--- src/rtl/jpvf_pkg.sv ---
// Package for the joint position and velocity filter: types, constants and saturation helper.
`default_nettype none

package jpvf_pkg;

  // Joint bank size and table index width
  localparam int NUM_JOINTS = 16;
  localparam int JOINT_AW   = (NUM_JOINTS > 1) ? $clog2(NUM_JOINTS) : 1;

  // Item function codes
  localparam logic FUNC_SAMPLE = 1'b0;
  localparam logic FUNC_OFFSET = 1'b1;

  // Filter coefficients (unsigned Q0.16) and velocity scale (us per second)
  localparam logic signed [20:0] COEF_OLD  = 21'sd39322;
  localparam logic signed [20:0] COEF_PAIR = 21'sd12976;
  localparam logic signed [20:0] US_SCALE  = 21'sd1000000;
  localparam logic signed [53:0] ROUND_HALF = 54'sd32768;

  // Offset write window: strictly inside +/- 0.5 rad in Q11.20
  localparam logic signed [31:0] HALF_RAD = 32'sd524288;

  // Saturation limits
  localparam logic signed [53:0] SAT_HI = 54'sd2147483647;
  localparam logic signed [53:0] SAT_LO = -54'sd2147483648;
  localparam logic signed [31:0] Q_MAX  = 32'sh7fffffff;
  localparam logic signed [31:0] Q_MIN  = 32'sh80000000;

  // Result status codes
  typedef enum logic [1:0] {
    ST_SAMPLE  = 2'd0,
    ST_OFS_OK  = 2'd1,
    ST_OFS_REJ = 2'd2
  } status_t;

  // Input transaction
  typedef struct packed {
    logic               func;
    logic [3:0]         joint;
    logic signed [31:0] value;
    logic [19:0]        elapsed_us;
  } jpvf_in_t;

  // Result transaction
  typedef struct packed {
    logic [3:0]         joint_out;
    logic signed [31:0] filtered_position;
    logic signed [31:0] filtered_velocity;
    status_t            status;
  } jpvf_out_t;

  // One joint's stored state
  typedef struct packed {
    logic signed [31:0] offset;
    logic signed [31:0] raw_pos;
    logic signed [31:0] filt_pos;
    logic signed [31:0] raw_vel;
    logic signed [31:0] filt_vel;
  } joint_rec_t;

  // Table write strobes
  typedef struct packed {
    logic trk_we;
    logic off_we;
  } st_wr_t;

  // Sequencer states
  typedef enum logic [4:0] {
    SQ_IDLE,
    SQ_OFS,
    SQ_READ,
    SQ_SUM,
    SQ_PM1,
    SQ_PM2,
    SQ_PFIN,
    SQ_VMUL,
    SQ_VSTART,
    SQ_VWAIT,
    SQ_SM1,
    SQ_SM2,
    SQ_SFIN,
    SQ_RMUL,
    SQ_RSTART,
    SQ_RWAIT,
    SQ_COMMIT
  } seq_state_t;

  // Divider states
  typedef enum logic [1:0] {
    DV_IDLE,
    DV_CHECK,
    DV_RUN,
    DV_DONE
  } div_state_t;

  // Clamp a wide signed value to 32 bits
  function automatic logic signed [31:0] sat32(input logic signed [53:0] x);
    logic signed [31:0] r;
    if (x > SAT_HI) begin
      r = Q_MAX;
    end else if (x < SAT_LO) begin
      r = Q_MIN;
    end else begin
      r = x[31:0];
    end
    return r;
  endfunction

endpackage

`default_nettype wire

--- src/rtl/joint_position_velocity_filter.sv ---
// Top level: sequencer around a shared multiplier, an iterative divider and the joint tables.
`default_nettype none

// Conditions position samples for a bank of joints and keeps per-joint offsets.
// One transaction is worked on at a time; in_ready is high only when the sequencer
// is idle. A position sample goes through these steps from its acceptance to the
// next acceptance: reading the tables, adding the offset and running the position
// filter and velocity product on the shared 33x21 multiplier, two passes through
// the radix-2 divider (setup, one quotient bit per cycle for 32 bits, finish; only
// setup and finish when the quotient saturates), the velocity filter and the second
// product, a commit step and the idle state that accepts. An offset write goes
// through the idle state and one write step; a sample dropped for zero elapsed time
// or an out-of-range joint is taken in the idle state alone and gives no result.
// The result waits in an output register, so a new transaction is taken while it is
// still pending; a sequence only stalls at its commit step, or an offset write at its
// write step, if the previous result has not yet been taken.
module joint_position_velocity_filter (
  input  wire logic                clk,
  input  wire logic                rst_n,
  input  wire logic                in_valid,
  output logic                     in_ready,
  input  wire jpvf_pkg::jpvf_in_t  in_data,
  output logic                     out_valid,
  input  wire logic                out_ready,
  output jpvf_pkg::jpvf_out_t      out_data
);
  import jpvf_pkg::*;

  seq_state_t         state_r, state_nxt;
  jpvf_in_t           it_r;
  jpvf_out_t          out_r;
  logic               out_valid_r;

  joint_rec_t         rd;
  joint_rec_t         wr_rec;
  st_wr_t             st_wr;
  logic [JOINT_AW-1:0] addr;

  logic signed [53:0] p_r;
  logic signed [53:0] acc_r;
  logic signed [31:0] new_raw_r;
  logic signed [31:0] new_f_r;
  logic signed [31:0] vel_f_r;
  logic signed [31:0] new_sv_r;
  logic signed [31:0] raw_vel_r;

  logic signed [32:0] mul_a;
  logic signed [20:0] mul_b;
  logic signed [53:0] rnd_sum;
  logic signed [53:0] rnd_shr;
  logic signed [32:0] raw_sum;

  logic               div_start;
  logic               div_done;
  logic signed [31:0] div_q;
  logic               out_free;
  logic               out_load;
  logic               in_joint_ok;
  logic               it_joint_ok;
  logic               ofs_ok;

  assign addr        = JOINT_AW'(it_r.joint);
  assign in_joint_ok = ({28'd0, in_data.joint} < 32'(NUM_JOINTS));
  assign it_joint_ok = ({28'd0, it_r.joint} < 32'(NUM_JOINTS));
  assign ofs_ok      = it_joint_ok && (it_r.value > -HALF_RAD) && (it_r.value < HALF_RAD);
  assign out_free    = !out_valid_r || out_ready;

  jpvf_store u_store (
    .clk     (clk),
    .rst_n   (rst_n),
    .addr    (addr),
    .wr      (st_wr),
    .wr_data (wr_rec),
    .rd_data (rd)
  );

  jpvf_div u_div (
    .clk      (clk),
    .rst_n    (rst_n),
    .start    (div_start),
    .dividend (p_r),
    .divisor  (it_r.elapsed_us),
    .done     (div_done),
    .quotient (div_q)
  );

  // Write-back record
  always_comb begin
    wr_rec.offset   = it_r.value;
    wr_rec.raw_pos  = new_raw_r;
    wr_rec.filt_pos = new_f_r;
    wr_rec.raw_vel  = raw_vel_r;
    wr_rec.filt_vel = new_sv_r;
  end

  // Sequencer state register
  always_ff @(posedge clk) begin
    if (!rst_n) begin
      state_r <= SQ_IDLE;
    end else begin
      state_r <= state_nxt;
    end
  end

  // Next state, handshake and unit control
  always_comb begin
    state_nxt = state_r;
    in_ready  = 1'b0;
    div_start = 1'b0;
    out_load  = 1'b0;
    st_wr     = '0;
    mul_a     = '0;
    mul_b     = '0;
    unique case (state_r)
      SQ_IDLE: begin
        in_ready = 1'b1;
        if (in_valid) begin
          if (in_data.func == FUNC_OFFSET) begin
            state_nxt = SQ_OFS;
          end else if (in_joint_ok && (in_data.elapsed_us != 20'd0)) begin
            state_nxt = SQ_READ;
          end
        end
      end
      SQ_OFS: begin
        if (out_free) begin
          out_load     = 1'b1;
          st_wr.off_we = ofs_ok;
          state_nxt    = SQ_IDLE;
        end
      end
      SQ_READ:  state_nxt = SQ_SUM;
      SQ_SUM:   state_nxt = SQ_PM1;
      SQ_PM1: begin
        mul_a     = {rd.filt_pos[31], rd.filt_pos};
        mul_b     = COEF_OLD;
        state_nxt = SQ_PM2;
      end
      SQ_PM2: begin
        mul_a     = $signed({rd.raw_pos[31], rd.raw_pos}) + $signed({new_raw_r[31], new_raw_r});
        mul_b     = COEF_PAIR;
        state_nxt = SQ_PFIN;
      end
      SQ_PFIN:  state_nxt = SQ_VMUL;
      SQ_VMUL: begin
        mul_a     = $signed({new_f_r[31], new_f_r}) - $signed({rd.filt_pos[31], rd.filt_pos});
        mul_b     = US_SCALE;
        state_nxt = SQ_VSTART;
      end
      SQ_VSTART: begin
        div_start = 1'b1;
        state_nxt = SQ_VWAIT;
      end
      SQ_VWAIT: if (div_done) state_nxt = SQ_SM1;
      SQ_SM1: begin
        mul_a     = {rd.filt_vel[31], rd.filt_vel};
        mul_b     = COEF_OLD;
        state_nxt = SQ_SM2;
      end
      SQ_SM2: begin
        mul_a     = $signed({rd.raw_vel[31], rd.raw_vel}) + $signed({vel_f_r[31], vel_f_r});
        mul_b     = COEF_PAIR;
        state_nxt = SQ_SFIN;
      end
      SQ_SFIN:  state_nxt = SQ_RMUL;
      SQ_RMUL: begin
        mul_a     = $signed({new_raw_r[31], new_raw_r}) - $signed({rd.raw_pos[31], rd.raw_pos});
        mul_b     = US_SCALE;
        state_nxt = SQ_RSTART;
      end
      SQ_RSTART: begin
        div_start = 1'b1;
        state_nxt = SQ_RWAIT;
      end
      // Last quotient lands in raw_vel_r on leaving this state
      SQ_RWAIT: if (div_done) state_nxt = SQ_COMMIT;
      SQ_COMMIT: begin
        // Commit once the output slot is free
        if (out_free) begin
          out_load     = 1'b1;
          st_wr.trk_we = 1'b1;
          state_nxt    = SQ_IDLE;
        end
      end
      default:  state_nxt = SQ_IDLE;
    endcase
  end

  // Shared arithmetic: offset add and rounding/saturating filter output
  always_comb begin
    raw_sum = $signed({it_r.value[31], it_r.value}) + $signed({rd.offset[31], rd.offset});
    rnd_sum = acc_r + p_r + ROUND_HALF;
    rnd_shr = rnd_sum >>> 16;
  end

  // Datapath registers
  always_ff @(posedge clk) begin
    p_r <= mul_a * mul_b;
    if (in_ready && in_valid) begin
      it_r <= in_data;
    end
    case (state_r)
      SQ_SUM:  new_raw_r <= sat32({{21{raw_sum[32]}}, raw_sum});
      SQ_PM2,
      SQ_SM2:  acc_r <= p_r;
      SQ_PFIN: new_f_r <= sat32(rnd_shr);
      SQ_VWAIT: begin
        if (div_done) vel_f_r <= div_q;
      end
      SQ_SFIN: new_sv_r <= sat32(rnd_shr);
      default: begin
      end
    endcase
  end

  // Result register
  always_ff @(posedge clk) begin
    if (!rst_n) begin
      out_valid_r <= 1'b0;
    end else if (out_load) begin
      out_valid_r <= 1'b1;
    end else if (out_ready) begin
      out_valid_r <= 1'b0;
    end
  end

  always_ff @(posedge clk) begin
    if (out_load) begin
      out_r.joint_out <= it_r.joint;
      if (state_r == SQ_OFS) begin
        out_r.filtered_position <= '0;
        out_r.filtered_velocity <= '0;
        out_r.status            <= ofs_ok ? ST_OFS_OK : ST_OFS_REJ;
      end else begin
        out_r.filtered_position <= new_f_r;
        out_r.filtered_velocity <= new_sv_r;
        out_r.status            <= ST_SAMPLE;
      end
    end
    if (state_r == SQ_RWAIT && div_done) begin
      raw_vel_r <= div_q;
    end
  end

  assign out_valid = out_valid_r;
  assign out_data  = out_r;

endmodule

`default_nettype wire

--- src/rtl/jpvf_div.sv ---
// Iterative radix-2 divider: signed 54-bit dividend by unsigned 20-bit divisor, saturated quotient.
`default_nettype none

module jpvf_div (
  input  wire logic                     clk,
  input  wire logic                     rst_n,
  input  wire logic                     start,
  input  wire logic signed [53:0]       dividend,
  input  wire logic [19:0]              divisor,
  output logic                          done,
  output logic signed [31:0]            quotient
);
  import jpvf_pkg::*;

  div_state_t         state_r, state_nxt;
  logic [53:0]        mag_r;
  logic               neg_r;
  logic               sat_r;
  logic [19:0]        dvs_r;
  logic [19:0]        rem_r;
  logic [31:0]        num_r;
  logic [4:0]         cnt_r;

  logic [20:0]        shl;
  logic               qbit;
  logic [20:0]        rem_sub;
  logic signed [32:0] sval;

  // One quotient bit per cycle
  always_comb begin
    shl     = {rem_r, num_r[31]};
    qbit    = (shl >= {1'b0, dvs_r});
    rem_sub = qbit ? (shl - {1'b0, dvs_r}) : shl;
  end

  // State register
  always_ff @(posedge clk) begin
    if (!rst_n) begin
      state_r <= DV_IDLE;
    end else begin
      state_r <= state_nxt;
    end
  end

  // Next state
  always_comb begin
    state_nxt = state_r;
    unique case (state_r)
      DV_IDLE:  if (start) state_nxt = DV_CHECK;
      DV_CHECK: begin
        if (mag_r >= {2'b00, dvs_r, 32'd0}) begin
          state_nxt = DV_DONE;
        end else begin
          state_nxt = DV_RUN;
        end
      end
      DV_RUN:   if (cnt_r == 5'd31) state_nxt = DV_DONE;
      DV_DONE:  state_nxt = DV_IDLE;
      default:  state_nxt = DV_IDLE;
    endcase
  end

  // Datapath
  always_ff @(posedge clk) begin
    case (state_r)
      DV_IDLE: begin
        if (start) begin
          neg_r <= dividend[53];
          mag_r <= dividend[53] ? 54'(-dividend) : 54'(dividend);
          dvs_r <= divisor;
        end
      end
      DV_CHECK: begin
        // Quotient of 2^32 or more always clamps; otherwise the high part is below the divisor
        sat_r <= (mag_r >= {2'b00, dvs_r, 32'd0});
        rem_r <= mag_r[51:32];
        num_r <= mag_r[31:0];
        cnt_r <= 5'd0;
      end
      DV_RUN: begin
        rem_r <= rem_sub[19:0];
        num_r <= {num_r[30:0], qbit};
        cnt_r <= cnt_r + 5'd1;
      end
      default: begin
      end
    endcase
  end

  // Signed, saturated result
  always_comb begin
    sval = neg_r ? -$signed({1'b0, num_r}) : $signed({1'b0, num_r});
    if (sat_r) begin
      quotient = neg_r ? Q_MIN : Q_MAX;
    end else begin
      quotient = sat32({{21{sval[32]}}, sval});
    end
    done = (state_r == DV_DONE);
  end

endmodule

`default_nettype wire

--- src/rtl/jpvf_store.sv ---
// Per-joint state tables with valid bits standing in for the reset clear.
`default_nettype none

module jpvf_store (
  input  wire logic                          clk,
  input  wire logic                          rst_n,
  input  wire logic [jpvf_pkg::JOINT_AW-1:0] addr,
  input  wire jpvf_pkg::st_wr_t              wr,
  input  wire jpvf_pkg::joint_rec_t          wr_data,
  output jpvf_pkg::joint_rec_t               rd_data
);
  import jpvf_pkg::*;

  logic [31:0] off_mem [NUM_JOINTS];
  logic [31:0] rpos_mem [NUM_JOINTS];
  logic [31:0] fpos_mem [NUM_JOINTS];
  logic [31:0] rvel_mem [NUM_JOINTS];
  logic [31:0] fvel_mem [NUM_JOINTS];

  logic [NUM_JOINTS-1:0] off_vld_r;
  logic [NUM_JOINTS-1:0] trk_vld_r;
  joint_rec_t            rd_r;

  // Valid bits: an entry never written reads as zero
  always_ff @(posedge clk) begin
    if (!rst_n) begin
      off_vld_r <= '0;
      trk_vld_r <= '0;
    end else begin
      if (wr.off_we) off_vld_r[addr] <= 1'b1;
      if (wr.trk_we) trk_vld_r[addr] <= 1'b1;
    end
  end

  // Table writes
  always_ff @(posedge clk) begin
    if (wr.off_we) begin
      off_mem[addr] <= wr_data.offset;
    end
    if (wr.trk_we) begin
      rpos_mem[addr] <= wr_data.raw_pos;
      fpos_mem[addr] <= wr_data.filt_pos;
      rvel_mem[addr] <= wr_data.raw_vel;
      fvel_mem[addr] <= wr_data.filt_vel;
    end
  end

  // Registered read
  always_ff @(posedge clk) begin
    rd_r.offset   <= off_vld_r[addr] ? off_mem[addr]  : '0;
    rd_r.raw_pos  <= trk_vld_r[addr] ? rpos_mem[addr] : '0;
    rd_r.filt_pos <= trk_vld_r[addr] ? fpos_mem[addr] : '0;
    rd_r.raw_vel  <= trk_vld_r[addr] ? rvel_mem[addr] : '0;
    rd_r.filt_vel <= trk_vld_r[addr] ? fvel_mem[addr] : '0;
  end

  assign rd_data = rd_r;

endmodule

`default_nettype wire
--- config.mk ---
export PLATFORM = sky130hd
export DESIGN_NAME = joint_position_velocity_filter
export DESIGN_NICKNAME = d
export VERILOG_FILES = /design/src/rtl/jpvf_pkg.sv /design/src/rtl/joint_position_velocity_filter.sv /design/src/rtl/jpvf_div.sv /design/src/rtl/jpvf_store.sv
export SDC_FILE = /design/constraint.sdc
export NUM_CORES = 2
export LEC_CHECK = 0
export BUFFER_PORTS_ARGS = -buffer_cell sky130_fd_sc_hd__buf_2
export CAP_MARGIN = 0
export CELL_PAD_IN_SITES_DETAIL_PLACEMENT = 0
export CELL_PAD_IN_SITES_GLOBAL_PLACEMENT = 1
export CORE_ASPECT_RATIO = 1.2
export CORE_MARGIN = 1.5
export CORE_UTILIZATION = 55
export CTS_CLUSTER_DIAMETER = 80
export DETAILED_ROUTE_END_ITERATION = 12
export GPL_TIMING_DRIVEN = 0
export PLACE_DENSITY = 0.77
export SETUP_SLACK_MARGIN = 0.5
export SLEW_MARGIN = 40
export SYNTH_ARGS = -nofsm -noshare
export SYNTH_HDL_FRONTEND = slang
export SYNTH_HIERARCHICAL = 1
export SYNTH_SLANG_ARGS = --single-unit
--- constraint.sdc ---
create_clock -name clk -period 13.25 [get_ports clk]
set_clock_uncertainty 0.15 [all_clocks]
set_input_delay 0 -clock clk [delete_from_list [all_inputs] [get_ports clk]]
set_output_delay 0 -clock clk [all_outputs]
set_load 0.05 [all_outputs]
==> flow_metrics.py <==
metrics = {
    "clock_tree": {
        "path_clk_slew_ns": 0.07,
        "clk_path_buf_depth": 4,
        "clkSinkCount": 3285,
        "cts_tree": "yes",
        "cts_made_buffers": 320,
        "cts_root_buffer": "clkbuf_16",
        "clock_latency_ns": 0.92,
        "cts_htree_levels": 5,
    },
    "global_routing": {
        "gr-total-overflow": 0,
        "antenna_found_initial": 40,
        "grt_start_max_net_pins": 34,
        "grt_pass1_vias": 90900,
        "grtUsageTotal_pct": 34.5,
        "grt_pass1_wl_um": 673000,
    },
    "synthesis": {
        "avgSynthCellArea_um2": 16.6,
        "ys_warn_count": 6,
        "syn_area_mm2": 0.152,
        "seq_area_frac_synth_pct": 63.4,
        "ys_ff_latch": 3285,
        "netlist_instances": 9157,
        "synth_edf_count": 3032,
        "ys_types": 110,
        "ys.flop_type": "edfxtp_1",
        "async_reset_ff_share_pct": 0,
    },
    "run_status": {
        "outcome": "finished, final reports clean",
    },
    "die": {
        "die_w_um": 482,
        "core_mm2": 0.275,
        "ioPinCount": 133,
        "fp.dieH_um": 578,
        "die_area_mm2": 0.279,
        "rows": 211,
        "initial_core_util_pct": 55.2,
    },
    "setup_path": {
        "cp_common_cell": "fa_1",
        "required_ns": 13.89,
        "critPathMaxFanout": 10,
        "crit_family": "compound AO/OA/AOI/OAI gates",
        "crit_type": "reg -> reg",
        "crit_buf_inv": 4,
        "max_stage_delay_ns": 0.64,
        "worstSetupStartpointType": "flop",
        "slowest_stage": "or4b_2",
        "arrival_ns": 12.93,
        "crit_path_end_kind": "flop",
    },
    "power": {
        "pwr-share-seq_pct": 50.2,
        "leakage_uw": 0.0635,
        "p_sw_share_pct": 23.5,
        "clock_power_share_pct": 40.9,
        "vdd_drop_max_mv": 0.144,
        "power_frac_comb_pct": 8.9,
        "netSwitchingPower_uw": 5410,
        "p_int_uw": 17600,
        "p_per_area_mw_per_mm2": 131,
    },
    "final_layout": {
        "multi_input_area_mm2": 0.0517,
        "postLayoutCoreUtil_pct": 63.9,
        "n_fill_cell": 18900,
        "fin_nets": 11100,
        "layout_commonest_cell": "edfxtp_1",
        "register_area_mm2": 0.0961,
        "areaGrowthSynthToFinish_pct": 15.7,
        "final_cell_mix": "3032 x edfxtp_1, 763 x inv_1, 648 x mux4_2",
        "drive_gt1_share_pct": 19.8,
    },
    "timing": {
        "period_minus_slack_ns": 12.30,
        "report.final.slew_viol_count": 0,
        "tns_ns": 0,
        "final.setup.worst_slack_ns": 0.952,
        "hold_violations": 0,
        "rsz0062_at_grt": "no",
        "finalCritPeriodShare_pct": 92.8,
        "finalSetupViolCount": 0,
        "max_slew.worst_pin.slew_ns": 1.03,
        "slew_headroom_pct": 30.4,
        "fmax_ghz": 0.0813,
    },
    "detailed_routing": {
        "drc": 0,
        "drt_wl_total_um": 476000,
        "drtPass1Iterations": 7,
        "vias": 89800,
        "ant_nets": 0,
        "drtIter0Drc": 11100,
        "wl_per_cell_um": 34.1,
        "vias_per_cell": 6.44,
    },
    "min_path": {
        "hp-class": "in -> reg",
    },
    "place": {
        "dp.final_hpwl_um": 351000,
        "place_ws_ns": -0.234,
        "gp_congestion": 0.976,
        "portBuffers": 132,
    },
    "run": {
        "cap_violations": 0,
    },
}
[routing by layer]
layer | GRT usage [%] | wire length, um | up-vias
met2 | 55.4 | 228000 | 5035
met3 | 7.70 | 47400 | 1022
met5 | 0 | 188 | -
met4 | 16.8 | 28200 | 26
li1 | - | - | 37100
met1 | 44.7 | 173000 | 46700
[flip-flops by register name, summed over array words and instances (netlist names), 53 cells and up]
signal and flops:
out_data 70, u_store/rpos_mem 512, u_store/rd_data 160, u_div/mag_r 54
u_store/fpos_mem 512, p_r 53, acc_r 53, u_store/rvel_mem 512
u_store/fvel_mem 512, u_store/off_mem 512
[cell usage after synthesis (all sizes together) (28+ instances only)]
master,number,area share (%)
nand2,235,0.59
a22oi,355,1.8
clkbuf,185,0.46
o21a,75,0.37
xor2,97,0.56
nor2,300,0.75
nor2b,33,0.14
nor4,36,0.17
inv,765,1.9
a211oi,34,0.17
a31oi,33,0.15
o21ai,287,0.97
and2,92,0.38
a21o,97,0.48
mux2,34,0.25
o21bai,42,0.21
o211ai,31,0.15
nand3,70,0.23
or2,28,0.12
fa,533,7.0
nand2b,45,0.19
nand4,39,0.17
dfxtp,253,3.3
nor3,76,0.26
ha,493,4.1
edfxtp,3032,60
and3,34,0.14
buf,176,0.74
o31ai,47,0.23
mux4,648,9.6
a21oi,473,1.6
xnor2,202,1.2
[final cells by class]
class	instances	area share [%]
Antenna cell	12	0.0171
Buffer	361	1.07
Clock buffer	447	5.23
Clock inverter	135	0.912
Inverter	766	1.64
Multi-Input combinational cell	4748	29.5
Sequential cell	3285	54.8
Tap cell	3621	2.58
Timing Repair Buffer	573	4.30
[cell families (layout without fill, tap and decap cells)]
logic type / Yosys count / after routing / synth area share (%)
adder cells (fa/ha/maj): 1032 / 1032 / 11.1
XOR/XNOR: 299 / 299 / 1.74
AND/OR/NAND/NOR: 1086 / 1086 / 3.63
buffers and inverters: 1127 / 2282 / 3.10
flip-flops: 3285 / 3285 / 63.4
multiplexers: 696 / 696 / 9.97
AO/OA/AOI/OAI: 1631 / 1631 / 7.02
other: 1 / 16 / 0.00247
[metrics by stage]
stage | hold slack [ns] | cell area (um2) | total power, uW | cells
2_1_floorplan | -0.0511 | 152000 | 12900 | 9160
3_3_place_gp | 0.0275 | 157000 | 13600 | 12900
3_5_place_dp | 0.0292 | 163000 | 13700 | 13200
4_1_cts | 0.00187 | 175000 | 23000 | 13900
5_1_grt | 0.0280 | 175000 | 23500 | 13900
6_report | 0.0566 | 175000 | 23000 | 13900
[power by group through the flow]
stage                     clock network, uW  registers, uW  logic [uW]
after floorplan                           0          11800        1140
after detailed placement                  0          11800        1950
after CTS                              9440          11500        1990
after global routing                   9830          11500        2120
after global placement                    0          11800        1870
final                                  9390          11500        2050
[path summary, 6_finish.rpt]
check,from,end,slack [ns],cells after the start
worst max-delay path,state_r[2]$_SDFFE_PN0P_,p_r[49]$_DFF_P_,0.95,39
worst max register to register,state_r[2]$_SDFFE_PN0P_,p_r[49]$_DFF_P_,0.95,39
worst min-delay path,rst_n,u_store/off_vld_r[15]$_SDFFE_PN0P_,0.06,3
worst min register to register,it_r[19]$_DFFE_PP_,u_div/dvs_r[19]$_DFFE_PP_,0.26,0
[what timing repair did]
item,4_1_cts,5_1_grt
endpoints found under the setup margin,15,13
setup buffers,0,4
hold buffers,117,0
endpoints found under the hold margin,152,0
resized for setup,13,16
pin swaps,0,1
[worst min-delay path, stage by stage]
cell and delay, ns:
dlygate4sd3_1 0.53, buf_2 0.34, o21a_1 0.20
Power figures use the tool's default switching activity.
